**config.mk**
```make
export PLATFORM = sky130hd
export DESIGN_NAME = bss_div
export DESIGN_NICKNAME = d
export VERILOG_FILES = /design/src/rtl/bss_pkg.sv /design/src/rtl/bss_div.sv
export SDC_FILE = /design/constraint.sdc
export NUM_CORES = 1
export LEC_CHECK = 0
export ABC_AREA = 1
export BUFFER_PORTS_ARGS = -buffer_cell sky130_fd_sc_hd__clkbuf_2
export CORE_MARGIN = 2
export CORE_UTILIZATION = 41
export DETAILED_ROUTE_END_ITERATION = 10
export MAX_ROUTING_LAYER = met4
export PLACE_DENSITY = 0.72
export SKIP_CTS_REPAIR_TIMING = 1
export SYNTH_ARGS = -nofsm -noshare
export SYNTH_HDL_FRONTEND = slang
export SYNTH_SLANG_ARGS = --single-unit
```
**constraint.sdc**
```tcl
create_clock -name clk -period 3 [get_ports clk]
set_clock_uncertainty 0.05 [all_clocks]
set_input_delay 0.3 -clock clk [delete_from_list [all_inputs] [get_ports clk]]
set_output_delay 0.3 -clock clk [all_outputs]
set_load 0.01 [all_outputs]
```
**src/rtl/bss_pkg.sv**
```systemverilog
package bss_pkg;

  localparam int COORD_WIDTH    = 32;
  localparam int WEIGHT_W       = 31;
  localparam int HOMOG_W        = 47;
  localparam int ALPHA_W        = 17;
  localparam int DEG_W          = 2;
  localparam int MAX_DEGREE_DEF = 3;
  localparam int DIV_W          = 33;
  localparam int QUO_W          = 32;
  localparam int STEP_W         = 6;
  localparam int CFG_IDX_W      = 3;
  localparam int CFG_DATA_W     = 32;

  localparam logic [CFG_IDX_W-1:0] CFG_DEGREE_U   = 3'd0;
  localparam logic [CFG_IDX_W-1:0] CFG_DEGREE_V   = 3'd1;
  localparam logic [CFG_IDX_W-1:0] CFG_RATIONAL   = 3'd2;
  localparam logic [CFG_IDX_W-1:0] CFG_SPAN_U_BEG = 3'd3;
  localparam logic [CFG_IDX_W-1:0] CFG_SPAN_U_END = 3'd4;
  localparam logic [CFG_IDX_W-1:0] CFG_SPAN_V_BEG = 3'd5;
  localparam logic [CFG_IDX_W-1:0] CFG_SPAN_V_END = 3'd6;

  localparam logic KIND_LOAD  = 1'b0;
  localparam logic KIND_SPLIT = 1'b1;

  localparam logic [WEIGHT_W-1:0] ONE_Q16   = 31'd65536;
  localparam logic [ALPHA_W-1:0]  ALPHA_ONE = 17'd65536;
  localparam logic [STEP_W-1:0]   ALPHA_STEPS = 6'd17;
  localparam logic [STEP_W-1:0]   COORD_STEPS = 6'd32;

  typedef logic signed [HOMOG_W-1:0] homog_t;
  typedef homog_t [3:0] hpoint_t;

  typedef struct packed {
    logic              start;
    logic [DIV_W-1:0]  rem0;
    logic [QUO_W-1:0]  low;
    logic [DIV_W-1:0]  divisor;
    logic [STEP_W-1:0] steps;
  } div_req_t;

endpackage

```
**src/rtl/bss_div.sv**
```systemverilog
module bss_div (
  input  logic                         clk,
  input  logic                         rst_n,
  input  bss_pkg::div_req_t            req,
  output logic                         busy,
  output logic                         done,
  output logic [bss_pkg::QUO_W-1:0]    quot
);

  localparam int DW = bss_pkg::DIV_W;
  localparam int QW = bss_pkg::QUO_W;

  logic [DW-1:0]               rem_r, rem_nxt;
  logic [QW-1:0]               low_r;
  logic [DW-1:0]               dvs_r;
  logic [QW-1:0]               quot_r;
  logic [bss_pkg::STEP_W-1:0]  cnt_r;
  logic                        busy_r, done_r;
  logic [DW:0]                 trial, diff;
  logic                        ge;

  // one quotient bit per cycle: shift in the next dividend bit, trial subtract
  always_comb begin
    trial   = {rem_r, low_r[QW-1]};
    diff    = trial - {1'b0, dvs_r};
    ge      = trial >= {1'b0, dvs_r};
    rem_nxt = ge ? diff[DW-1:0] : trial[DW-1:0];
  end

  always_ff @(posedge clk) begin
    if (!rst_n) begin
      busy_r <= 1'b0;
      done_r <= 1'b0;
      cnt_r  <= '0;
    end else begin
      done_r <= 1'b0;
      if (req.start) begin
        busy_r <= 1'b1;
        cnt_r  <= req.steps;
      end else if (busy_r) begin
        cnt_r <= cnt_r - 1'b1;
        if (cnt_r == 1) begin
          busy_r <= 1'b0;
          done_r <= 1'b1;
        end
      end
    end
  end

  always_ff @(posedge clk) begin
    if (req.start) begin
      rem_r  <= req.rem0;
      low_r  <= req.low;
      dvs_r  <= req.divisor;
      quot_r <= '0;
    end else if (busy_r) begin
      rem_r  <= rem_nxt;
      low_r  <= {low_r[QW-2:0], 1'b0};
      quot_r <= {quot_r[QW-2:0], ge};
    end
  end

  assign busy = busy_r;
  assign done = done_r;
  assign quot = quot_r;

endmodule

```
# Yosys cells after proc, flatten, opt, wreduce, memory -nomap -nowiden

Cells that the tools add are included.

Add/subtract/negate cells: 2
Multiply operators: 0
Divide/modulo/power cells: 0
Order comparisons: 1
Equality and inequality tests: 1
Shifts and indexed selects: 0
Muxes and demuxes: 11
Bitwise operators: 2
Reduce and logical (&&, ||, !) cells: 2

Operator list:

| cell                                                               | number |
|---|---|
| 33-bit two-way mux                                                 | 3 |
| 32-bit two-way mux                                                 | 2 |
| 34-bit by 33-bit greater-or-equal comparator with 1-bit output     | 1 |
| 33-bit subtractor                                                  | 1 |
| 6-bit two-way mux                                                  | 2 |
| 6-bit by 1-bit == test with 1-bit output, second input constant    | 1 |
| 6-bit by 1-bit subtractor with 6-bit output, second input constant | 1 |
| 1-bit two-way mux                                                  | 4 |
| 3-bit OR reduction                                                 | 1 |
| 1-bit NOT                                                          | 2 |
| 2-bit nonzero test                                                 | 1 |

Register bits: 138
Latch bits: 0
RAM bits: 0
Bits in read-only memories: 0
Input bits: 107
Output and inout port bits: 34
Word-level logic and storage cells: 26
Memories kept: 0

# Depth between registers and ports, before layout

Depth after elaboration: 4
Depth in mapped cells: 17
Depth with buffers taken out: 17

# Least setup slack after synthesis

Ideal clock, no wire load.

Path type: input port to flip-flop
Start: in req[104] (netlist name)
End: reg low_r[0], enable pin
Data arrival time: 2.775 ns
Required time: 2.495 ns
Slack: -0.280 ns
Cell stages on the path: 4
Path buffers: 2
Cells stage by stage: clkbuf_1 nor2_1 clkinv_1 clkbuf_1

Word-level cells in the longest chain between the ends: 1

RTL lines:

| element                      | line          | text |
|---|---|---|
| start: declaration           | bss_div.sv:4  | `input bss_pkg::div_req_t req,` |
| 2-bit nonzero test (no line) | n/a           |  |
| end signal: assignment       | bss_div.sv:53 | `low_r <= req.low;` |
| end signal: assignment       | bss_div.sv:58 | `low_r <= {low_r[QW-2:0], 1'b0};` |
| end: declaration             | bss_div.sv:14 | `logic [QW-1:0] low_r;` |

No other way between the ends.
A chain may end at the register's enable or synchronous reset.

# Final worst setup path

Start: reg rem_r[6]
End: reg rem_r[12], data pin

Word-level cells in the longest chain between the ends: 4
Elaborated cells on any way between the ends: 5

RTL lines:

| element                                                                                                    | line                         | text |
|---|---|---|
| start: declaration                                                                                         | bss_div.sv:13                | `logic [DW-1:0] rem_r, rem_nxt;` |
| start signal: assignment                                                                                   | bss_div.sv:52                | `rem_r <= req.rem0;` |
| start signal: assignment                                                                                   | bss_div.sv:57                | `rem_r <= rem_nxt;` |
| 33-bit subtractor / 34-bit by 33-bit greater-or-equal comparator with 1-bit output (equally long branches) | bss_div.sv:25, bss_div.sv:26 |  |
| 33-bit two-way mux *                                                                                       | bss_div.sv:27                | `rem_nxt = ge ? diff[DW-1:0] : trial[DW-1:0];` |
| 33-bit two-way mux *                                                                                       | bss_div.sv:56                | `end else if (busy_r) begin` |
| 33-bit two-way mux *                                                                                       | bss_div.sv:51                | `if (req.start) begin` |

Mark *: on every way between the ends. The rest lies on a longest branch, timed or not. The select of a mux whose other input is x is not followed.

==> impl_metrics.toml <==
[outcome]
status = "finished, final reports clean"

[worst_hold_path]
min_path_type = "in -> reg"
hold_start = "req[12]"
min_path_cells = 1
holdPathEnd = "dvs_r[6]$_DFFE_PP_"

[synthesis]
synth.distinct_cells = 35
ys.flop_type = "edfxtp_1"
ys_ff_latch = 138
yosysWarnings = 0
synth_common_cells = "nand2_1, inv_1, edfxtp_1"
netlist_area_um2 = 8360
ys_seq_area_share_pct = 44.8
yosysTopAreaCell = "edfxtp_1"
synth_edf_count = 98
synthTopCellsByArea = "edfxtp_1, nand2_1, dfxtp_1, inv_1, ha_1"
synthArstFlopShare_pct = 0
synth.avg_cell_area_um2 = 7.40
yosysTopAreaCellShare_pct = 35.2
synthesis.nets = 1273
synth.most_common_cell = "nand2_1"
synthCells = 1130

[setup_path]
crit_chain = "ha_1, nand2_1, nor2_2, nand3_1, nand3_2, nand2_1, nand2_2, nand2_4, nand2_4, nand2_1, nand3_1, nand2_1"
r2r_start = "rem_r[6]$_DFFE_PP_"
cp_max_fo = 34
cp.arrival_ns = 2.82
critical-path-top-delay-family = "simple AND/OR/NAND/NOR gates"
cpMostUsedCell = "nand2_1"
worstRegToRegCells = 12
crit_path_start_kind = "flop"
crit_buf_inv = 0
cp-end-kind = "flop"
critPathMaxStageDelay_ns = 0.39
setup.worst_path.class = "reg -> reg"
cp.depth = 12
timing.rr.end = "rem_r[12]$_DFFE_PP_"
required_ns = 3.13
slowest_stage = "edfxtp_1"
reg2reg_slack_ns = 0.31

[die]
die_x_um = 147
fp.dieH_um = 147
dieArea_um2 = 21500
row_count = 52
start_util_pct = 41.6
io_pins = 141
core_um2 = 20100

[timing]
hold_viol_final = 0
finalSetupTns_ns = 0
setup_viol = 0
setup_slack_ns = 0.313
fmax_mhz = 372
rsz0062_at_grt = "false"
maxSlewViolCount = 0
worst-slew-pin-transition_ns = 0.674
period_share_pct = 89.6
final.min_clock_period_ns = 2.69
holdWs_ns = 0.000803
max_slew_margin_pct = 55.1

[layout]
multi_input_area_um2 = 3680
seq_area_um2 = 3740
nFillCells = 2025
drive_gt1_share_pct = 15.3
syn_to_final_growth_pct = 22.4
design_area_um2 = 10200
layout.cells.non_filler = 1580
final_nets = 1440
diodes = 0

[detailed_routing]
drt_drc_violations_left = 0
drtAntennaViolNets = 0
vias_per_cell = 4.74
drt_iter0_drc = 448
vias = 7489
routed_wl_um = 21000
detail_route.wl_per_cell_um = 13.3
dr.pass1.iters = 5

[global_routing]
grt_usage_pct = 20.4
grt_max_degree = 66
antenna_found_initial = 0
grt_pass1_wl_um = 34300
overflow = 0
grt_pass1_vias = 7214

[place]
hpwl_um = 15300
dp_slack_ns = 0.319
place_congestion = 0.947
io_buffers = 140
place_inst = 1520
placed_area_um2 = 9330

[power]
ir_drop_uv = 391
power.density_nw_per_um2 = 661
cellLeakagePower_nw = 5.28

[clock_tree]
cts_tree = "built"
htreeDepth = 4
cts_made_buffers = 17
clk_pin_slew_ns = 0.07
worstSkewPairLatency_ns = 0.43
clk_path_buf_depth = 2
clock_tree.root_cell = "clkbuf_16"
cts_sinks = 138

[flow_run]
max-cap-violations = 0
worst max path at each step:
| stage | to | start |
|---|---|---|
| final | rem_r[12]$_DFFE_PP_ | rem_r[6]$_DFFE_PP_ |
| after global routing | rem_r[2]$_DFFE_PP_ | rem_r[5]$_DFFE_PP_ |
| after CTS | rem_r[2]$_DFFE_PP_ | rem_r[8]$_DFFE_PP_ |
| after detailed placement | rem_r[2]$_DFFE_PP_ | rem_r[8]$_DFFE_PP_ |
| after global placement | rem_r[2]$_DFFE_PP_ | rem_r[7]$_DFFE_PP_ |
| after floorplan | low_r[0]$_SDFFCE_PN0P_ | req[104] |
worst register-to-register path, stage by stage, from the launching register on:
cell      delay (ns)
edfxtp_1        0.39
ha_1            0.38
nand2_1         0.15
nor2_2          0.17
nand3_1         0.13
nand3_2         0.13
nand2_1         0.09
nand2_2         0.10
nand2_4         0.19
nand2_4         0.38
nand2_1         0.13
nand3_1         0.10
nand2_1         0.06
cell families (layout without fill, tap and decap cells):
kind of cell    Yosys count  in the layout  share of synthesized area, %
compound gates           63             63                          4.43
xor+xnor                 17             17                          1.78
fa+ha+maj                36             36                          5.48
simple gates            636            636                          32.4
buf+inv                 240            420                          11.2
flops                   138            138                          44.8
layout by cell type, fill, tap and decap left out, types with 13 or more instances in the layout:
cell,instances
clkbuf_16,17
dfxtp_1,40
inv_1,206
edfxtp_1,98
o22ai_1,30
clkbuf_2,139
dlygate4sd3_1,28
nand3_1,61
nand2_1,462
nor2_1,43
ha_1,35
nand3b_1,39
a21oi_1,19
xnor2_1,13
report_power, final:
part,internal [mW],leakage [nW],switching [mW],total (mW)
sequential,2.29,1.31,0.0829,2.37
combinational,0.815,3.67,1.40,2.22
clock,1.14,0.302,1.02,2.17
per-layer routing:
| layer | vias to the layer above | global-route usage, % | wire length [um] |
|---|---|---|---|
| met5 | - | - | 0 |
| met4 | 0 | 4.85 | 259 |
| met3 | 22 | 5.43 | 1640 |
| met2 | 265 | 33.2 | 9610 |
| met1 | 3323 | 25.5 | 9460 |
| li1 | 3879 | - | - |
per-stage QoR:
step | power (mW) | util [%]
global route | 7.23 | 50.9
floorplan | 4.04 | -
finish | 6.76 | 50.9
CTS | 6.78 | 49.5
global placement | 4.55 | 46.4
detailed placement | 4.57 | 46.4
sequential cells by signal, summed over array words and instances (netlist names):
signal / cells
busy: 1
cnt_r: 6
done: 1
dvs_r: 33
low_r: 32
quot: 32
rem_r: 33
layout make-up:
class                           instances  share of cell area, %
Clock inverter                         15                   1.90
Clock buffer                           17                   4.16
Inverter                              210                   7.72
Multi-Input combinational cell        752                   36.0
Tap cell                              270                   3.30
Sequential cell                       138                   36.6
Timing Repair Buffer                  178                   10.3
Note: power is estimated with default switching activity, not from simulation.
