==> src/rtl/bss_pkg.sv <==
package bss_pkg;

  localparam int COORD_WIDTH    = 32;
  localparam int WEIGHT_W       = 31;
  localparam int HOMOG_W        = 47;
  localparam int ALPHA_W        = 17;
  localparam int DEG_W          = 2;
  localparam int MAX_DEGREE_DEF = 3;
  localparam int DIV_W          = 33;
  localparam int QUO_W          = 32;
  localparam int STEP_W         = 6;
  localparam int CFG_IDX_W      = 3;
  localparam int CFG_DATA_W     = 32;

  localparam logic [CFG_IDX_W-1:0] CFG_DEGREE_U   = 3'd0;
  localparam logic [CFG_IDX_W-1:0] CFG_DEGREE_V   = 3'd1;
  localparam logic [CFG_IDX_W-1:0] CFG_RATIONAL   = 3'd2;
  localparam logic [CFG_IDX_W-1:0] CFG_SPAN_U_BEG = 3'd3;
  localparam logic [CFG_IDX_W-1:0] CFG_SPAN_U_END = 3'd4;
  localparam logic [CFG_IDX_W-1:0] CFG_SPAN_V_BEG = 3'd5;
  localparam logic [CFG_IDX_W-1:0] CFG_SPAN_V_END = 3'd6;

  localparam logic KIND_LOAD  = 1'b0;
  localparam logic KIND_SPLIT = 1'b1;

  localparam logic [WEIGHT_W-1:0] ONE_Q16   = 31'd65536;
  localparam logic [ALPHA_W-1:0]  ALPHA_ONE = 17'd65536;
  localparam logic [STEP_W-1:0]   ALPHA_STEPS = 6'd17;
  localparam logic [STEP_W-1:0]   COORD_STEPS = 6'd32;

  typedef logic signed [HOMOG_W-1:0] homog_t;
  typedef homog_t [3:0] hpoint_t;

  typedef struct packed {
    logic              start;
    logic [DIV_W-1:0]  rem0;
    logic [QUO_W-1:0]  low;
    logic [DIV_W-1:0]  divisor;
    logic [STEP_W-1:0] steps;
  } div_req_t;

endpackage

==> src/rtl/bss_lerp.sv <==
module bss_lerp (
  input  logic                          clk,
  input  logic                          rst_n,
  input  logic                          start,
  input  logic [bss_pkg::ALPHA_W-1:0]   alpha,
  input  bss_pkg::hpoint_t              a,
  input  bss_pkg::hpoint_t              b,
  output logic                          busy,
  output logic                          done,
  output bss_pkg::hpoint_t              res
);

  localparam int HW    = bss_pkg::HOMOG_W;
  localparam int AW    = bss_pkg::ALPHA_W;
  localparam int DL_W  = (HW + 1) / 2;
  localparam int DH_W  = HW + 1 - DL_W;
  localparam int PL_W  = DL_W + AW;
  localparam int PH_W  = DH_W + AW + 1;
  localparam int SUM_W = HW + AW + 2;

  logic signed [HW:0]     d_r [4];
  bss_pkg::homog_t        b_r [4];
  logic [AW-1:0]          alpha_r;
  logic [1:0]             q_r;
  logic [1:0]             ph_r;
  logic [PL_W-1:0]        lo_r;
  logic signed [PH_W-1:0] hi_r;
  bss_pkg::hpoint_t       res_r;
  logic                   busy_r, done_r;

  logic signed [HW:0]     d_sel;
  logic [DL_W-1:0]        d_lo;
  logic signed [DH_W-1:0] d_hi;
  logic [PL_W-1:0]        lo_nxt;
  logic signed [PH_W-1:0] hi_nxt;
  logic signed [SUM_W-1:0] prod, shf, sum_b;
  bss_pkg::homog_t        b_sel;

  // d*alpha split into a low unsigned and a high signed partial product
  always_comb begin
    d_sel  = d_r[q_r];
    b_sel  = b_r[q_r];
    d_lo   = d_sel[DL_W-1:0];
    d_hi   = d_sel[HW:DL_W];
    lo_nxt = {{AW{1'b0}}, d_lo} * {{DL_W{1'b0}}, alpha_r};
    hi_nxt = PH_W'(d_hi) * $signed({{(PH_W-AW){1'b0}}, alpha_r});
    prod   = (SUM_W'(hi_r) <<< DL_W) + $signed({{(SUM_W-PL_W){1'b0}}, lo_r});
    shf    = prod >>> 16;
    sum_b  = SUM_W'(b_sel) + shf;
  end

  always_ff @(posedge clk) begin
    if (!rst_n) begin
      busy_r <= 1'b0;
      done_r <= 1'b0;
      q_r    <= '0;
      ph_r   <= '0;
    end else begin
      done_r <= 1'b0;
      if (start) begin
        busy_r <= 1'b1;
        q_r    <= '0;
        ph_r   <= '0;
      end else if (busy_r) begin
        if (ph_r == 2'd2) begin
          ph_r <= '0;
          if (q_r == 2'd3) begin
            busy_r <= 1'b0;
            done_r <= 1'b1;
          end else begin
            q_r <= q_r + 1'b1;
          end
        end else begin
          ph_r <= ph_r + 1'b1;
        end
      end
    end
  end

  always_ff @(posedge clk) begin
    if (start) begin
      alpha_r <= alpha;
      for (int i = 0; i < 4; i++) begin
        d_r[i] <= $signed({a[i][HW-1], a[i]}) - $signed({b[i][HW-1], b[i]});
        b_r[i] <= b[i];
      end
    end else if (busy_r) begin
      unique case (ph_r)
        2'd0:    lo_r <= lo_nxt;
        2'd1:    hi_r <= hi_nxt;
        default: res_r[q_r] <= sum_b[HW-1:0];
      endcase
    end
  end

  assign busy = busy_r;
  assign done = done_r;
  assign res  = res_r;

endmodule

==> config.mk <==
export PLATFORM = sky130hd
export DESIGN_NAME = bss_lerp
export DESIGN_NICKNAME = d
export VERILOG_FILES = /design/src/rtl/bss_pkg.sv /design/src/rtl/bss_lerp.sv
export SDC_FILE = /design/constraint.sdc
export NUM_CORES = 2
export LEC_CHECK = 0
export BUFFER_PORTS_ARGS = -buffer_cell sky130_fd_sc_hd__buf_2
export CAP_MARGIN = 20
export CORE_MARGIN = 1.5
export CORE_UTILIZATION = 50
export CTS_CLUSTER_SIZE = 14
export DETAILED_ROUTE_END_ITERATION = 12
export PLACE_DENSITY = 0.68
export SLEW_MARGIN = 20
export SYNTH_ARGS = -nofsm -noshare
export SYNTH_HDL_FRONTEND = slang
export SYNTH_SLANG_ARGS = --single-unit
==> constraint.sdc <==
create_clock -name clk -period 10.91 [get_ports clk]
set_input_delay 2.182 -clock clk [delete_from_list [all_inputs] [get_ports clk]]
set_output_delay 2.182 -clock clk [all_outputs]
set_load 0.005 [all_outputs]
Word level (Yosys, flattened, before mapping)
Memories as Yosys holds them, arrays and structs flattened. A register that Yosys moved wholly into a read port is not among the register bits.
Index checks and enable logic that the tools add are counted.

storage, ports and cells
  register bits after elaboration = 291
  RAM bits = 380
  output and inout port bits = 190
  memories kept = 2

cells by class
  add/sub/neg operators = 8
  multiply operators = 2
  magnitude comparators = 2
  equal/unequal tests = 3
  multiplexer cells = 15
  bitwise gates (word level) = 6
  reductions and logical operators = 9

memory list
  name  depth  bits a word  rd ports  clocked after Yosys merged registers in  write ports  line            source
  d_r   4      48           1         1                                        4            bss_lerp.sv:21  logic signed [HW:0] d_r [4];
  b_r   4      47           1         1                                        4            bss_lerp.sv:22  bss_pkg::homog_t b_r [4];

operators by type and width
  operator                                                            number
  subtractor 47 x 47 -> 48 bit                                        4
  bitwise mux 188 bit                                                 1
  demux 47 bit (select 2 bit)                                         1
  adder 63 x 42 -> 63 bit                                             1
  adder 47 bit                                                        1
  2-to-1 mux 47 bit                                                   1
  multiplier 24 x 17 -> 41 bit                                        1
  multiplier 24 x 18 -> 39 bit                                        1
  AND reduction 3 bit                                                 4
  2-to-1 mux 2 bit                                                    5
  2-to-1 mux 1 bit                                                    7
  NOT 1 bit                                                           6
  adder 2 x 1 -> 2 bit (second input constant)                        2
  == test 2 bit (second input constant)                               2
  OR reduction 2 bit                                                  2
  OR reduction 4 bit                                                  1
  less-than comparator 2 x 3 -> 1 bit (second input constant)         1
  == test 2 x 1 -> 1 bit (second input constant)                      1
  greater-or-equal comparator 2 x 1 -> 1 bit (second input constant)  1
  logical NOT 2 bit                                                   1
  logical AND 1 bit                                                   1

Logic depth before layout (Yosys ltp)
  word-level depth = 5
  depth in mapped cells = 29
  depth with buffers taken out = 26

Least setup slack after synthesis
OpenSTA, ideal clock, no wires.

  path kind = reg-to-reg
  from = register with a tool-made name
  to = register lo_r[40] (data pin)
  data arrival time = 7.552 ns
  data required time = 10.650 ns
  setup slack = 3.098 ns
  cell stages (with the launch flop) = 28
  path through = dfxtp_1 -> buf_2 -> buf_2 -> buf_1 -> mux4_2 -> and2_1 -> fa_1 -> inv_1 -> fa_1 -> fa_1 -> inv_1 -> fa_1 -> fa_1 -> inv_1 -> fa_1 -> inv_1 -> ha_1 -> a21o_1 -> a21o_1 -> a211o_1 -> a221oi_2 -> o2111a_1 -> o31ai_1 -> and4_4 -> a2111oi_4 -> o21bai_1 -> a21oi_1 -> xnor2_1

RTL lines
  element               line            source
  to (signal assigned)  bss_lerp.sv:89  2'd0: lo_r <= lo_nxt;
  to (decl)             bss_lerp.sv:26  logic [PL_W-1:0] lo_r;

==> metrics <==
ANT nets after route=0; Synth cell types=90; Setup Skew=slightly above 0.05 ns; H-tree level count=3; total negative slack=0 ns; Arrival @ worst endpoint=between 8 and 9 ns; Initial Util=0.5031; Setup crit start kind=flip-flop; top cells by area, synth=edfxtp_1 (31%), fa_1 (23%), ha_1 (9.3%); min cycle time layout=between 8 and 9 ns; Port Buffers=~590; num rows=around 130; cell accounting for the most synthesized area=edfxtp_1; crit path kind=reg2reg; Slew Limit Fails=0; wire per inst=between 20 and 25 um; per-instance average area after synthesis=between 10 and 15 um2; Num CTS Buffers=just under 80; CTS tree=done; Hold Vio Cnt, Final=0; Clock Sinks=657; HP Class=reg2reg; Final GP Congestion=~0.96; critical path peak fanout=27; Die Height=approximately 360 um; initial antenna violation count=14; Post-CTS Resized=0; First DRT Iteration DRCs=about 3400; Die X=355.5 um; post-synthesis cell area=62120 um2; leading cell types in the layout, fill and taps excluded=inv_1 (1157), fa_1 (714), nand2_1 (657); area delta synth->final=11.75%; Vias/cell=around 5.5; WL final=181.8 mm; Worst-path clk slew=0.08 ns; Slew @ Worst Pin=1.162 ns; final worst path period share=0.7360; asr flop ratio synth=0; layout cells sized above 1=0.1362; Setup crit end kind=flip-flop; first-pass GRT wire length=roughly 280 mm; HPWL after DPL=144.3 mm; reg2reg path depth=24; number of global-route vias before repair=approximately 46000; hold_ws=between 0.6 and 0.7 ns; Post-synth EDFFs=between 600 and 700; #FFs+latches synth=about 660; max_cap viols=0; Via Count=about 45000; RSZ-0062 raised after global routing=no; Bufs on Longest Clock Path=3; Yosys warning count=0; Core Area=roughly 120000 um2; relative slew slack=0.2206; most common cell after layout, fill and taps aside=inv_1; top_reg_cell synth=edfxtp_1; status=completed; Fmax=124.5 MHz; worst r2r dst=lo_r[40]; num ports=a little under 600; Post-CTS Setup Inserts=0; Final nets=7960; Yosys top cell area share=0.3137; DIE AREA=around 130000 um2; global route overflow=0; Hold Buf Count CTS=0; TritonRoute pass-1 iters=5; Filler cells=between 10000 and 15000; critical path endpoint=lo_r[40]; DR DRC count=0; Worst-Skew Late Latency=between 0.7 and 0.8 ns; CTS Root Cell=clkbuf_16; Total Routing Usage GR=0.2910; syn_nets=between 7000 and 8000; largest net degree at the start of global routing=about 150; WP data required=11.40 ns; Cells after Synth=5877; flop-to-flop setup slack=2.88 ns; post-synthesis sequential area ratio=0.3163; # setup viols final=0
## cell families (layout without fill, tap and decap cells)
group                    count (synthesis)  count (layout)  share of synthesized area
AND/OR/NAND/NOR                       1453            1453                     0.1117
buffers and inverters                 1347            1917                    0.08165
adder cells (fa/ha/maj)               1177            1177                     0.3233
AO/OA/AOI/OAI                          835             835                    0.08838
flip-flops                             657             657                     0.3163
XOR/XNOR                               309             309                    0.04357
multiplexers                            99              99                    0.03511
other                                    0              12                          0
## worst max-delay path, cell delays in order, from the launching register on
cell and delay, ns:
dfxtp_4 0.74, mux4_2 0.80, and2_1 0.27, fa_1 0.53
inv_1 0.05, fa_1 0.50, fa_1 0.50, inv_1 0.05
fa_1 0.45, fa_1 0.49, inv_1 0.05, fa_1 0.47
inv_1 0.04, ha_1 0.33, a21o_1 0.19, a21o_1 0.18
a211o_1 0.31, a221oi_2 0.32, o2111a_1 0.30, o31ai_1 0.20
and4_4 0.27, a2111oi_4 0.36, o21bai_1 0.14, a21oi_1 0.19
xnor2_1 0.07
## registers in the layout (all words and copies together) (netlist names), 2 cells and up, named ones only
register,cells
alpha_r,17
ph_r,2
q_r,2
b_r,188
hi_r,39
lo_r,25
res,188
d_r,192
## worst min path at each step
stage	from	to	slack [ns]	cells after the start
detailed placement	ph_r[0]	ph_r[0]	0.60	2
global route	q_r[0]	q_r[0]	0.65	2
global placement	ph_r[0]	ph_r[0]	0.59	2
floorplan	q_r[1]	flip-flop	0.53	2
CTS	ph_r[0]	ph_r[0]	0.61	2
finish	ph_r[0]	ph_r[0]	0.61	2
## cell usage after synthesis (all sizes together) (5+ instances only)
cell type	instances
inv	1157
fa	714
nand2	657
edfxtp	649
ha	463
and2	300
a21oi	263
xnor2	228
nor2	185
a21o	162
clkbuf	156
o21ai	149
mux4	95
xor2	81
nand3	59
nor2b	58
o21a	49
nand4	39
nand2b	36
nor3	35
buf	34
o21bai	33
a211oi	30
a31oi	28
and3	27
or3	15
o31ai	14
and4	13
o211ai	12
a21boi	9
o31a	9
dfxtp	8
o22ai	8
a311oi	7
nor4	7
or2	7
a41oi	6
a211o	5
a221oi	5
a31o	5
o41ai	5
## through the flow
stage / worst slack [ns] / std cells / utilization / area, um2
after floorplan: 3.098 / 5877 / - / 62120
after global placement: 2.882 / 7945 / 0.5404 / 66720
after detailed placement: 2.792 / 7945 / 0.5404 / 66720
after CTS: 2.855 / 8084 / 0.5620 / 69390
after global routing: 2.473 / 8095 / 0.5622 / 69420
final: 2.881 / 8096 / 0.5623 / 69420
## final cells by class
| class | instances | area, um2 | area share |
|---|---|---|---|
| Clock buffer | 87 | 1964 | 0.02830 |
| Timing Repair Buffer | 621 | 3246 | 0.04675 |
| Sequential cell | 657 | 19660 | 0.2831 |
| Clock inverter | 52 | 709.4 | 0.01022 |
| Tap cell | 1637 | 2048 | 0.02950 |
| Inverter | 1157 | 4343 | 0.06256 |
| Multi-Input combinational cell | 3873 | 37430 | 0.5391 |
| Antenna cell | 12 | 30.03 | 0.0004325 |
## per-layer routing
metal  vias up  GRT usage  routed length, um
li1      20250          -                  -
met1     22460     0.3694              72250
met2      1617     0.5065              91340
met3       342    0.03478              10940
met4         2     0.1157               7250
met5         -          0                 11
Power is left out: the tool's default activity adds up to more than one toggle a clock period on the data nets, which glitch-free logic cannot reach.
