<file path="src/rtl/bss_ram.sv">
module bss_ram #(
  parameter int WIDTH = 8,
  parameter int DEPTH = 16,
  localparam int AW = $clog2(DEPTH)
) (
  input  logic             clk,
  input  logic             we,
  input  logic [AW-1:0]    waddr,
  input  logic [WIDTH-1:0] wdata,
  input  logic [AW-1:0]    raddr_a,
  output logic [WIDTH-1:0] rdata_a,
  input  logic [AW-1:0]    raddr_b,
  output logic [WIDTH-1:0] rdata_b
);

  logic [WIDTH-1:0] mem [DEPTH];

  always_ff @(posedge clk) begin
    if (we) begin
      mem[waddr] <= wdata;
    end
    rdata_a <= mem[raddr_a];
    rdata_b <= mem[raddr_b];
  end

endmodule

</file>
<file path="config.mk">
export PLATFORM = sky130hd
export DESIGN_NAME = bss_ram
export DESIGN_NICKNAME = d
export VERILOG_FILES = /design/src/rtl/bss_ram.sv
export SDC_FILE = /design/constraint.sdc
export NUM_CORES = 1
export LEC_CHECK = 0
export ABC_AREA = 1
export BUFFER_PORTS_ARGS = -buffer_cell sky130_fd_sc_hd__buf_2
export CORE_MARGIN = 2
export CORE_UTILIZATION = 41
export CTS_BUF_LIST = sky130_fd_sc_hd__clkbuf_4 sky130_fd_sc_hd__clkbuf_8 sky130_fd_sc_hd__clkbuf_16
export CTS_CLUSTER_SIZE = 28
export DETAILED_ROUTE_END_ITERATION = 10
export GPL_TIMING_DRIVEN = 1
export HOLD_SLACK_MARGIN = 0.15
export PLACE_DENSITY_LB_ADDON = 0.12
export RECOVER_POWER = 100
export SLEW_MARGIN = 20
export SYNTH_ARGS = -nofsm -noshare
export SYNTH_HDL_FRONTEND = slang
export SYNTH_SLANG_ARGS = --single-unit
</file>
<file path="constraint.sdc">
create_clock -name clk -period 3.28 [get_ports clk]
set_input_delay 0.492 -clock clk [delete_from_list [all_inputs] [get_ports clk]]
set_output_delay 0.492 -clock clk [all_outputs]
set_load 0.01 [all_outputs]
</file>
# Word-level counts from Yosys, hierarchy flattened
# Memory sizes are Yosys's and may differ from the RTL's. A register that Yosys moved wholly into a read port is not among the register bits.
# Cells that the tools add are included.
[op_classes]
muxes = 2
[ops]
columns = ["operator", "count"]
rows = [
  ["1-bit 2-to-1 mux", 2],
]
[totals]
ff_bits = 0
ram_bits = 128
in_bits = 22
output_inout_bits = 16
memories = 1
[memory_table]
columns = ["memory", "words", "width", "read_ports", "rd_ports_with_merged_regs", "write_ports", "line_no", "rtl"]
rows = [
  ["mem", 16, 8, 2, 2, 1, "16", "logic [WIDTH-1:0] mem [DEPTH];"],
]

# Depth between registers and ports, before layout
# Gate-level depths: netlist (run 1).
[depth]
word_depth = 2
mapped_depth = 7
ltp_nobuf = 6

# Least setup slack after synthesis (run 1)
# Ideal clock, no wire load.
[synth_path]
kind = "input -> register"
from = "input waddr[2]"
to = "memory mem[10][0] (enable)"
setup_time_ps = 370
arrival_time_ps = 1073
path_slack_ps = 1837
cell_stages = 2
cell_sequence = "nand3b_1 -> nor2_1"
[synth_rtl]
columns = ["element", "line_no", "rtl"]
rows = [
  ["from (decl)", "8", "input logic [AW-1:0] waddr,"],
  ["to (decl)", "16", ""],
]
# Straight into the memory's write port.

==> flow_summary_export.csv, run 1 <==
group,metric,value,unit
status,status,"finished clean",
drt,first_iter_violations,559,
worst_setup_path,slowest_delay,0.74,ns
floorplanning,start_util,42.0,%
cts,cts_root_buf,"clkbuf_16",
timing,layout_setup_ws,0.991,ns
worst_setup_path,reg2reg_depth,6,
layout,layout-drive-gt1-share,5.88,%
timing,fin_crit_sh,69.8,%
worst_setup_path,setup.worst_path.start_class,"input pin",
timing,skew,0.0105,ns
hold_path,hold_path_class,"in -> reg",
floorplanning,die_h,137,um
worst_setup_path,worst_setup_path_end_kind,"flip-flop",
global_route,grt_pass1_wl,31800,um
timing,slew_headroom,21.1,%
cts,cts.htree.levels,4,
logic_synthesis,synth_top_area_share,52.9,%
power,power.share.sequential,44.1,%
timing,setup_tns,0,ns
place,place_congestion,0.810,
logic_synthesis,syn-num-nets,873,
logic_synthesis,synth_cells,851,
drt,drc_errors,0,
cts,numCtsBuffers,17,
global_route,grt_start_max_net_pins,65,
place,dp.cells,1077,
logic_synthesis,synth-warning-count,0,
drt,viasPerCell,5.40,
logic_synthesis,synth-seq-cells,144,
worst_setup_path,cp_top_family,"buffers and inverters",
timing,max_slew.worst_pin.slew,1.18,ns
floorplanning,placementRows,48,
drt,dr.pass1.iters,5,
floorplanning,io_pins,38,
timing,min_period,2.29,ns
timing,hold_viol,0,
layout,diodes,0,
global_route,grt_use_total,23.3,%
layout,nets,893,
global_route,grt_pass1_vias,5631,
timing,slew_violations,0,
power,clkPwrFrac,47.2,%
global_route,antenna_found_initial,1,
layout,fill_cells,1668,
logic_synthesis,syn-mean-instance-area,8.53,um2
logic_synthesis,ys_seq_area_share,57.4,%
drt,routed_wl,21000,um
hold_path,whs_path_depth,3,
timing,finalSetupViolations,0,
power,switchingPower,1100,uW
cts,cts_tree,"done",
worst_setup_path,cp.arrival,2.61,ns
floorplanning,fp.dieW,137,um
power,swShare,23.4,%
drt,ant_nets,0,
worst_setup_path,cp_common_cell,"nand3_1",
logic_synthesis,synth.area.top_cells,"edfxtp_1 (53%), nand3_1 (16%), nand2_1 (14%), inv_1 (6.9%), dfxtp_1 (4.4%)",
worst_setup_path,crit_path_max_fanout,29,
worst_setup_path,rrSetupSlack,2.15,ns
layout,syn2layout_area_growth,11.6,%
power,leakage,0.00358,uW
worst_setup_path,crit_buf_inv,3,
hold_path,holdPathEnd,"rdata_b[6]$_DFF_P_",
drt,via_count,5987,
logic_synthesis,syn-cell-area,0.00726,mm2
power,ir_drop,347,uV
place,port_buffers,37,
worst_setup_path,r2r-end,"rdata_b[1]$_DFF_P_",
place,dpl.hpwl,13200,um
power,pwr_density_cell,579,mW/mm2
drt,wire_per_inst,18.9,um
place,place_ws,0.985,ns
worst_setup_path,r2r-start,"mem[1][1]$_DFFE_PP_",
timing,fmax,437,MHz
worst_setup_path,critPathKind,"in -> reg",
logic_synthesis,ys_types,13,
cts,cts_resized,0,
layout,stdcell_count,1109,
hold_path,hold_start,"raddr_b[3]",
run,max_cap_viol_count,0,
floorplanning,core-area,0.0173,mm2
cts,clock_latency,0.43,ns
cts,cts_hold_buffers,0,
power,p_comb_share,8.6,%
worst_setup_path,cp_slowest_cell,"inv_1",
floorplanning,die_area,0.0188,mm2
worst_setup_path,path_cells,"buf_2, inv_1, clkbuf_1, nand2_1, nand3_1, nand3_1, nand3_1, nand2_1",
cts,post_cts_buffers,0,
power,internal_power,3600,uW
logic_synthesis,yosysTopAreaCell,"edfxtp_1",
global_route,overflow,0,
timing,rsz0062_at_grt,"no",
worst_setup_path,critPathRequiredTime,3.60,ns
cts,clockBufferDepth,2,
cts,clk_pin_slew,0.06,ns
cts,cts_sinks,144,
==> layout make-up <==
| cell class | instances | area, um2 | area share [%] |
|---|---|---|---|
| flip-flops and latches | 144 | 4160 | 51.4 |
| multi-input cells | 521 | 2240 | 27.7 |
| inverters | 138 | 518 | 6.39 |
| clock buffers | 18 | 433 | 5.34 |
| well taps | 225 | 282 | 3.47 |
| clock inverters | 14 | 236 | 2.92 |
| repair buffers | 49 | 224 | 2.76 |
==> per-stage QoR <==
stage	instance area (um2)	total power (uW)	hold slack, ns	utilization, %
after CTS	8150	4720	0.450	47.1
after global routing	8100	4840	0.462	46.8
after global placement	7480	2510	0.671	43.3
final	8100	4690	0.471	46.8
after floorplan	7260	2370	0.591	-
after detailed placement	7480	2520	0.682	43.3
==> flip-flops by register name, summed over array words and instances (netlist names) <==
signal,flops
rdata_b,8
rdata_a,8
mem,128
==> worst register-to-register path, cell delays in order, from the launching register on <==
cell and delay, ns:
edfxtp_1 0.36, inv_1 0.08, nand2_1 0.05, nand3_1 0.11
nand3_1 0.08, nand3_1 0.20, nand2_1 0.13
==> cells in the mapped netlist <==
cell type	n
dfxtp_1	16
inv_1	134
nand2_1	277
buf_1	1
buf_2	26
edfxtp_1	128
nor2_1	17
buf_6	14
buf_4	4
inv_2	4
nand3_1	225
nand3b_1	2
clkbuf_1	3
==> power groups by stage <==
| stage | sequential (uW) | combinational, uW | clock, uW |
|---|---|---|---|
| floorplan | 2110 | 258 | 0 |
| global placement | 2110 | 404 | 0 |
| detailed placement | 2110 | 409 | 0 |
| CTS | 2070 | 410 | 2240 |
| global route | 2080 | 444 | 2320 |
| finish | 2070 | 404 | 2220 |
==> cell usage in the layout (no fill, tap or decap), drive strengths merged <==
cell / count
nand3: 225
clkinvlp: 2
clkbuf: 49
nand3b: 2
dfxtp: 16
clkinv: 4
buf: 18
edfxtp: 128
nand2: 277
bufinv: 6
nor2: 17
inv: 140
==> worst max path at each step <==
stage          cells past startpoint  slack (ns)        from                   end
2_1_floorplan                      2        1.84    waddr[2]  mem[10][0]$_DFFE_PP_
3_3_place_gp                       8        1.00  raddr_a[0]    rdata_a[0]$_DFF_P_
3_5_place_dp                       8        0.98  raddr_a[0]    rdata_a[0]$_DFF_P_
4_1_cts                            8        1.43  raddr_a[0]    rdata_a[0]$_DFF_P_
5_1_grt                            8        0.87  raddr_b[0]    rdata_b[6]$_DFF_P_
6_report                           8        0.99  raddr_b[0]    rdata_b[6]$_DFF_P_
==> cells by family (layout without fill, tap and decap cells) <==
| kind of cell | count (synthesis) | in the layout | share of synthesized area, % |
|---|---|---|---|
| buf+inv | 186 | 219 | 11.7 |
| flops | 144 | 144 | 57.4 |
| simple gates | 521 | 521 | 30.9 |
==> metal layers <==
layer,GRT usage [%],part of all wire (%),vias up
li1,-,-,2782
met3,5.00,7.6,36
met2,35.9,45,266
met1,32.5,45,2903
met5,0,0,-
met4,8.42,2.0,0
Power figures use the tool's default switching activity.
==> inputs of run 2 (changes only) <==
- clock period: 3.28 -> 2 ns (I/O delays scaled with it)
==> run 2 against run 1 <==
Effect of this change: die area is the same; clock skew shrank 0.0019 ns; non-clock buffer count grew 17; clock-buffer cell count grew 6; sequential power grew 64%; first-iteration DRC count grew 47%; routed wire length grew 1.3%; via count grew 1.3%; hold slack lost 0.21 ns; critical path depth shrank 3; worst setup slack lost 0.56 ns; highest routed layer unchanged.
==> flow_summary_export.csv, run 2 (synthesis gave the netlist of run 1 again) <==
group,metric,value,unit
timing,slew_violations,0,
layout,top_register,"mem",
power,clkPwrFrac,43.6,%
drt,wire_per_inst,18.9,um
timing,setup_tns,0,ns
worst_setup_path,cp_slowest_cell,"inv_1",
place,place_congestion,0.872,
place,dpl.hpwl,13500,um
cts,cts_root_buf,"clkbuf_16",
layout,reg_top3,"mem (128), rdata_a (8), rdata_b (8)",
cts,cts_sinks,144,
layout,syn2layout_area_growth,12.0,%
worst_setup_path,crit_buf_inv,2,
power,power.share.sequential,46.9,%
cts,cts_hold_buffers,0,
global_route,antenna_found_initial,0,
floorplanning,placementRows,48,
power,ir_drop,587,uV
timing,rsz0062_at_grt,"no",
cts,clockBufferDepth,2,
run,max_cap_viol_count,0,
drt,viasPerCell,5.39,
worst_setup_path,critPathRequiredTime,2.36,ns
layout,final_cell_mix,"nand2_1 (277), nand3_1 (225), inv_1 (134), edfxtp_1 (128), clkbuf_1 (47)",
floorplanning,start_util,42.0,%
timing,skew,0.00863,ns
global_route,grt_pass1_vias,5652,
place,dpl_cell_area,0.00765,mm2
layout,layout-drive-gt1-share,5.88,%
hold_path,hold_path_class,"in -> reg",
layout,largest_register_ffs,128,
drt,routed_wl,21200,um
layout,final_cell_area,0.00813,mm2
floorplanning,die_h,137,um
power,internal_power,5530,uW
cts,cts_tree,"done",
floorplanning,fp.dieW,137,um
worst_setup_path,cp_top_family,"buffers and inverters",
worst_setup_path,slowest_delay,0.57,ns
worst_setup_path,setup.worst_path.start_class,"input pin",
worst_setup_path,worst_setup_path_end_kind,"flip-flop",
timing,fmax,637,MHz
drt,first_iter_violations,823,
cts,clk_pin_slew,0.06,ns
place,port_buffers,37,
timing,fin_crit_sh,78.4,%
drt,dr.pass1.iters,7,
layout,fill_cells,1709,
cts,cts.htree.levels,4,
global_route,grt_use_total,23.4,%
status,status,"finished clean",
power,p_comb_share,9.4,%
global_route,grt_pass1_wl,32300,um
timing,max_slew.worst_pin.slew,0.992,ns
floorplanning,core-area,0.0173,mm2
cts,cts_resized,0,
worst_setup_path,cp_common_cell,"nand3_1",
power,pwr_density_cell,890,mW/mm2
worst_setup_path,path_cells,"clkbuf_1, inv_1, nand3_1, nand3_1, nand2_1",
cts,numCtsBuffers,17,
worst_setup_path,cp.arrival,1.92,ns
timing,min_period,1.57,ns
floorplanning,die_area,0.0188,mm2
layout,post-route-util,47.0,%
drt,drc_errors,0,
cts,clock_latency,0.42,ns
drt,via_count,6065,
layout,nets,910,
power,switchingPower,1710,uW
worst_setup_path,crit_path_max_fanout,16,
layout,diodes,0,
power,swShare,23.6,%
global_route,grt_start_max_net_pins,44,
global_route,overflow,0,
floorplanning,io_pins,38,
power,leakage,0.00359,uW
drt,ant_nets,0,
layout,final_common_cell,"nand2_1",
timing,hold_viol,0,
timing,slew_headroom,33.9,%
timing,finalSetupViolations,0,
worst_setup_path,critPathKind,"in -> reg",
cts,post_cts_buffers,0,
## run 2: changes by cell type in the layout (fill, tap and decap cells not counted), moves of 3 or more
cell and change:
clkbuf_8 +3, clkbuf_4 +3, buf_2 -4, bufinv_16 -4, buf_12 +3, clkbuf_1 +16
## run 2: path summary, 6_finish.rpt
check | depth (start not counted) | to | slack (ns) | startpoint
worst max-delay path | 5 | rdata_b[2]$_DFF_P_ | 0.43 | raddr_b[2]
worst min-delay path | 3 | rdata_a[3]$_DFF_P_ | 0.26 | raddr_a[3]
worst max register to register | 6 | rdata_b[0]$_DFF_P_ | 0.87 | mem[5][0]$_DFFE_PP_
worst min register to register | 6 | rdata_b[0]$_DFF_P_ | 0.69 | mem[10][0]$_DFFE_PP_
## run 2: stage by stage
step	setup slack (ns)	hold WS [ns]	instances	total power [uW]
after global placement	0.332	0.674	1094	4140
after floorplan	0.749	0.399	851	3890
after CTS	0.691	0.250	1126	7290
final	0.431	0.263	1126	7240
after global routing	0.388	0.270	1126	7460
after detailed placement	0.362	0.679	1094	4150
## run 2: layer usage
layer  vias up  track usage, %  routed length (um)
met5         -               0                   0
met3        45            4.48                1810
li1       2812               -                   -
met2       335            35.2                9430
met1      2873            33.6                9470
met4         0            8.71                 533
## run 2: final cells by class
class | count | area (um2) | area share, %
timing repair buffer | 66 | 337 | 4.14
inverter | 138 | 518 | 6.37
tap | 225 | 282 | 3.46
clock buffer | 24 | 497 | 6.11
sequential | 144 | 4160 | 51.2
clock inverter | 8 | 87.6 | 1.08
multi-input combinational | 521 | 2240 | 27.6
## run 2: power groups by stage
stage	logic [uW]	clock network (uW)	registers (uW)
4_1_cts	694	3200	3390
5_1_grt	747	3310	3400
3_3_place_gp	685	0	3460
3_5_place_dp	691	0	3460
6_report	684	3160	3400
2_1_floorplan	424	0	3470
## run 2: tightest hold or removal path, stage by stage
cell and delay [ns]:
buf_2 0.19, nand3_1 0.11, nand2_1 0.04
==> inputs of run 3 (changes only) <==
- clock period: 2 -> 1.4 ns (I/O delays scaled with it)
==> run 3 against run 2 <==
Effect of this change: combinational power up 52%; clock power increased by 44%; total power up 44%; non-clock buffer count increased by 11; global-route usage rose by 1.2 points; sequential share of layout area fell by 1.2 points; hold slack improved by 0.017 ns; routed wire length is 2.7% higher; utilization increased by 1.1 points; design area rose by 2.3%.
==> flow_summary_export.csv, run 3 (synthesis gave the netlist of run 1 again) <==
group,metric,value,unit
status,status,"finished clean",
cts,clock_latency,0.42,ns
cts,numCtsBuffers,17,
timing,setup_tns,0,ns
timing,rsz0062_at_grt,"no",
worst_setup_path,setup.worst_path.start_class,"input pin",
timing,hold_viol,0,
global_route,met3_usage,6.44,%
layout,layout-drive-gt1-share,7.57,%
floorplanning,placementRows,48,
timing,max_slew.worst_pin.slew,1.01,ns
drt,ant_nets,0,
layout,final_cell_mix,"nand2_1 (277), nand3_1 (225), inv_1 (134), edfxtp_1 (128), clkbuf_1 (44)",
cts,clockBufferDepth,2,
worst_setup_path,worst_setup_path_end_kind,"flip-flop",
global_route,busiest_layer,"met2",
place,port_buffers,37,
global_route,grt_start_max_net_pins,43,
drt,drc_errors,0,
layout,regArea,0.00416,mm2
layout,fill_cells,1648,
cts,cts_sinks,144,
drt,first_iter_violations,727,
global_route,overflow,0,
drt,dr.pass1.iters,6,
worst_setup_path,cp.arrival,1.28,ns
layout,largest_register_ffs,128,
timing,slew_violations,0,
worst_setup_path,reg2reg_depth,6,
worst_setup_path,crit_path_max_fanout,8,
floorplanning,fp.dieW,137,um
cts,clk_pin_slew,0.06,ns
floorplanning,die_h,137,um
worst_setup_path,r2r-start,"mem[1][7]$_DFFE_PP_",
cts,cts_tree,"done",
layout,final_common_cell,"nand2_1",
timing,min_period,1.23,ns
timing,fmax,815,MHz
place,dpl.hpwl,14200,um
floorplanning,start_util,42.0,%
global_route,antenna_found_initial,0,
layout,post-route-util,48.1,%
cts,post_cts_buffers,0,
cts,cts_hold_buffers,0,
drt,viasPerCell,5.39,
timing,slew_headroom,33.0,%
floorplanning,core-area,0.0173,mm2
layout,top_register,"mem",
timing,skew,0.00838,ns
timing,layout_setup_ws,0.174,ns
timing,fin_crit_sh,87.6,%
worst_setup_path,slowest_delay,0.57,ns
power,pwr_density_cell,1260,mW/mm2
global_route,met2_usage,37.7,%
worst_setup_path,path_cells,"clkbuf_1, nand3_1, nor2_1, clkbuf_1",
layout,diodes,0,
run,max_cap_viol_count,0,
cts,cts_root_buf,"clkbuf_16",
floorplanning,die_area,0.0188,mm2
layout,nets,921,
drt,routed_wl,21800,um
hold_path,hold_start,"raddr_a[3]",
layout,syn2layout_area_growth,14.6,%
worst_setup_path,critPathKind,"in -> reg",
timing,finalSetupViolations,0,
global_route,grt_pass1_vias,5783,
worst_setup_path,r2r-end,"rdata_a[7]$_DFF_P_",
place,place_ws,0.0691,ns
worst_setup_path,cp_common_cell,"clkbuf_1",
cts,cts.htree.levels,4,
drt,via_count,6131,
global_route,grt_pass1_wl,33400,um
layout,multi_input_area,0.00224,mm2
layout,reg_top3,"mem (128), rdata_a (8), rdata_b (8)",
worst_setup_path,cp-endpoint,"mem[13][3]$_DFFE_PP_",
worst_setup_path,timing.critical_path.from,"waddr[2]",
global_route,gr-usage-met1,33.5,%
worst_setup_path,critPathRequiredTime,1.45,ns
power,power.total,10400,uW
power,ir_drop,862,uV
drt,wire_per_inst,19.2,um
worst_setup_path,rrSetupSlack,0.32,ns
worst_setup_path,cp_slowest_cell,"clkbuf_1",
hold_path,hold_path_class,"in -> reg",
cts,cts_resized,0,
global_route,grt_use_total,24.6,%
power,leakage,0.00368,uW
place,place_congestion,0.866,
floorplanning,io_pins,38,
## run 3: worst max-delay path: cells and delay by family
kind | cells | cell delay, ns
AND/OR/NAND/NOR | 2 | 0.34
buffers and inverters | 2 | 0.71
## run 3: area by class of cell
class	count	share of cell area, %
Sequential cell	144	50.1
Multi-Input combinational cell	521	27.0
Inverter	138	6.23
Timing Repair Buffer	77	6.14
Clock buffer	23	5.88
Tap cell	225	3.38
Clock inverter	9	1.31
## run 3: routing by layer
metal	part of all wire [%]	vias to the layer above	routed length, um
met3	9.1	51	1990
met1	43	2894	9380
li1	-	2842	-
met4	2.1	0	459
met5	0	-	0
met2	46	344	9990
## run 3: per-stage QoR
stage,cells,hold WS [ns],instance area [um2]
2_1_floorplan,851,0.309,7260
3_3_place_gp,1105,0.607,7820
3_5_place_dp,1105,0.609,7820
4_1_cts,1137,0.185,8420
5_1_grt,1137,0.274,8320
6_report,1137,0.280,8320
## run 3: worst min-delay path by stage
| stage | end | cells past startpoint |
|---|---|---|
| finish | rdata_a[3]$_DFF_P_ | 4 |
| global placement | rdata_b[5] | 1 |
| CTS | mem[3][5]$_DFFE_PP_ | 1 |
| global route | rdata_a[3]$_DFF_P_ | 4 |
| detailed placement | rdata_a[6] | 1 |
| floorplan | mem[0][0]$_DFFE_PP_ | 0 |
## run 3: power by group
group / switching [uW] / internal, uW / total (uW) / leakage, uW
combinational: 725 / 319 / 1040 / 0.00210
sequential: 46.8 / 4810 / 4860 / 0.00129
clock: 1730 / 2820 / 4550 / 0.000286
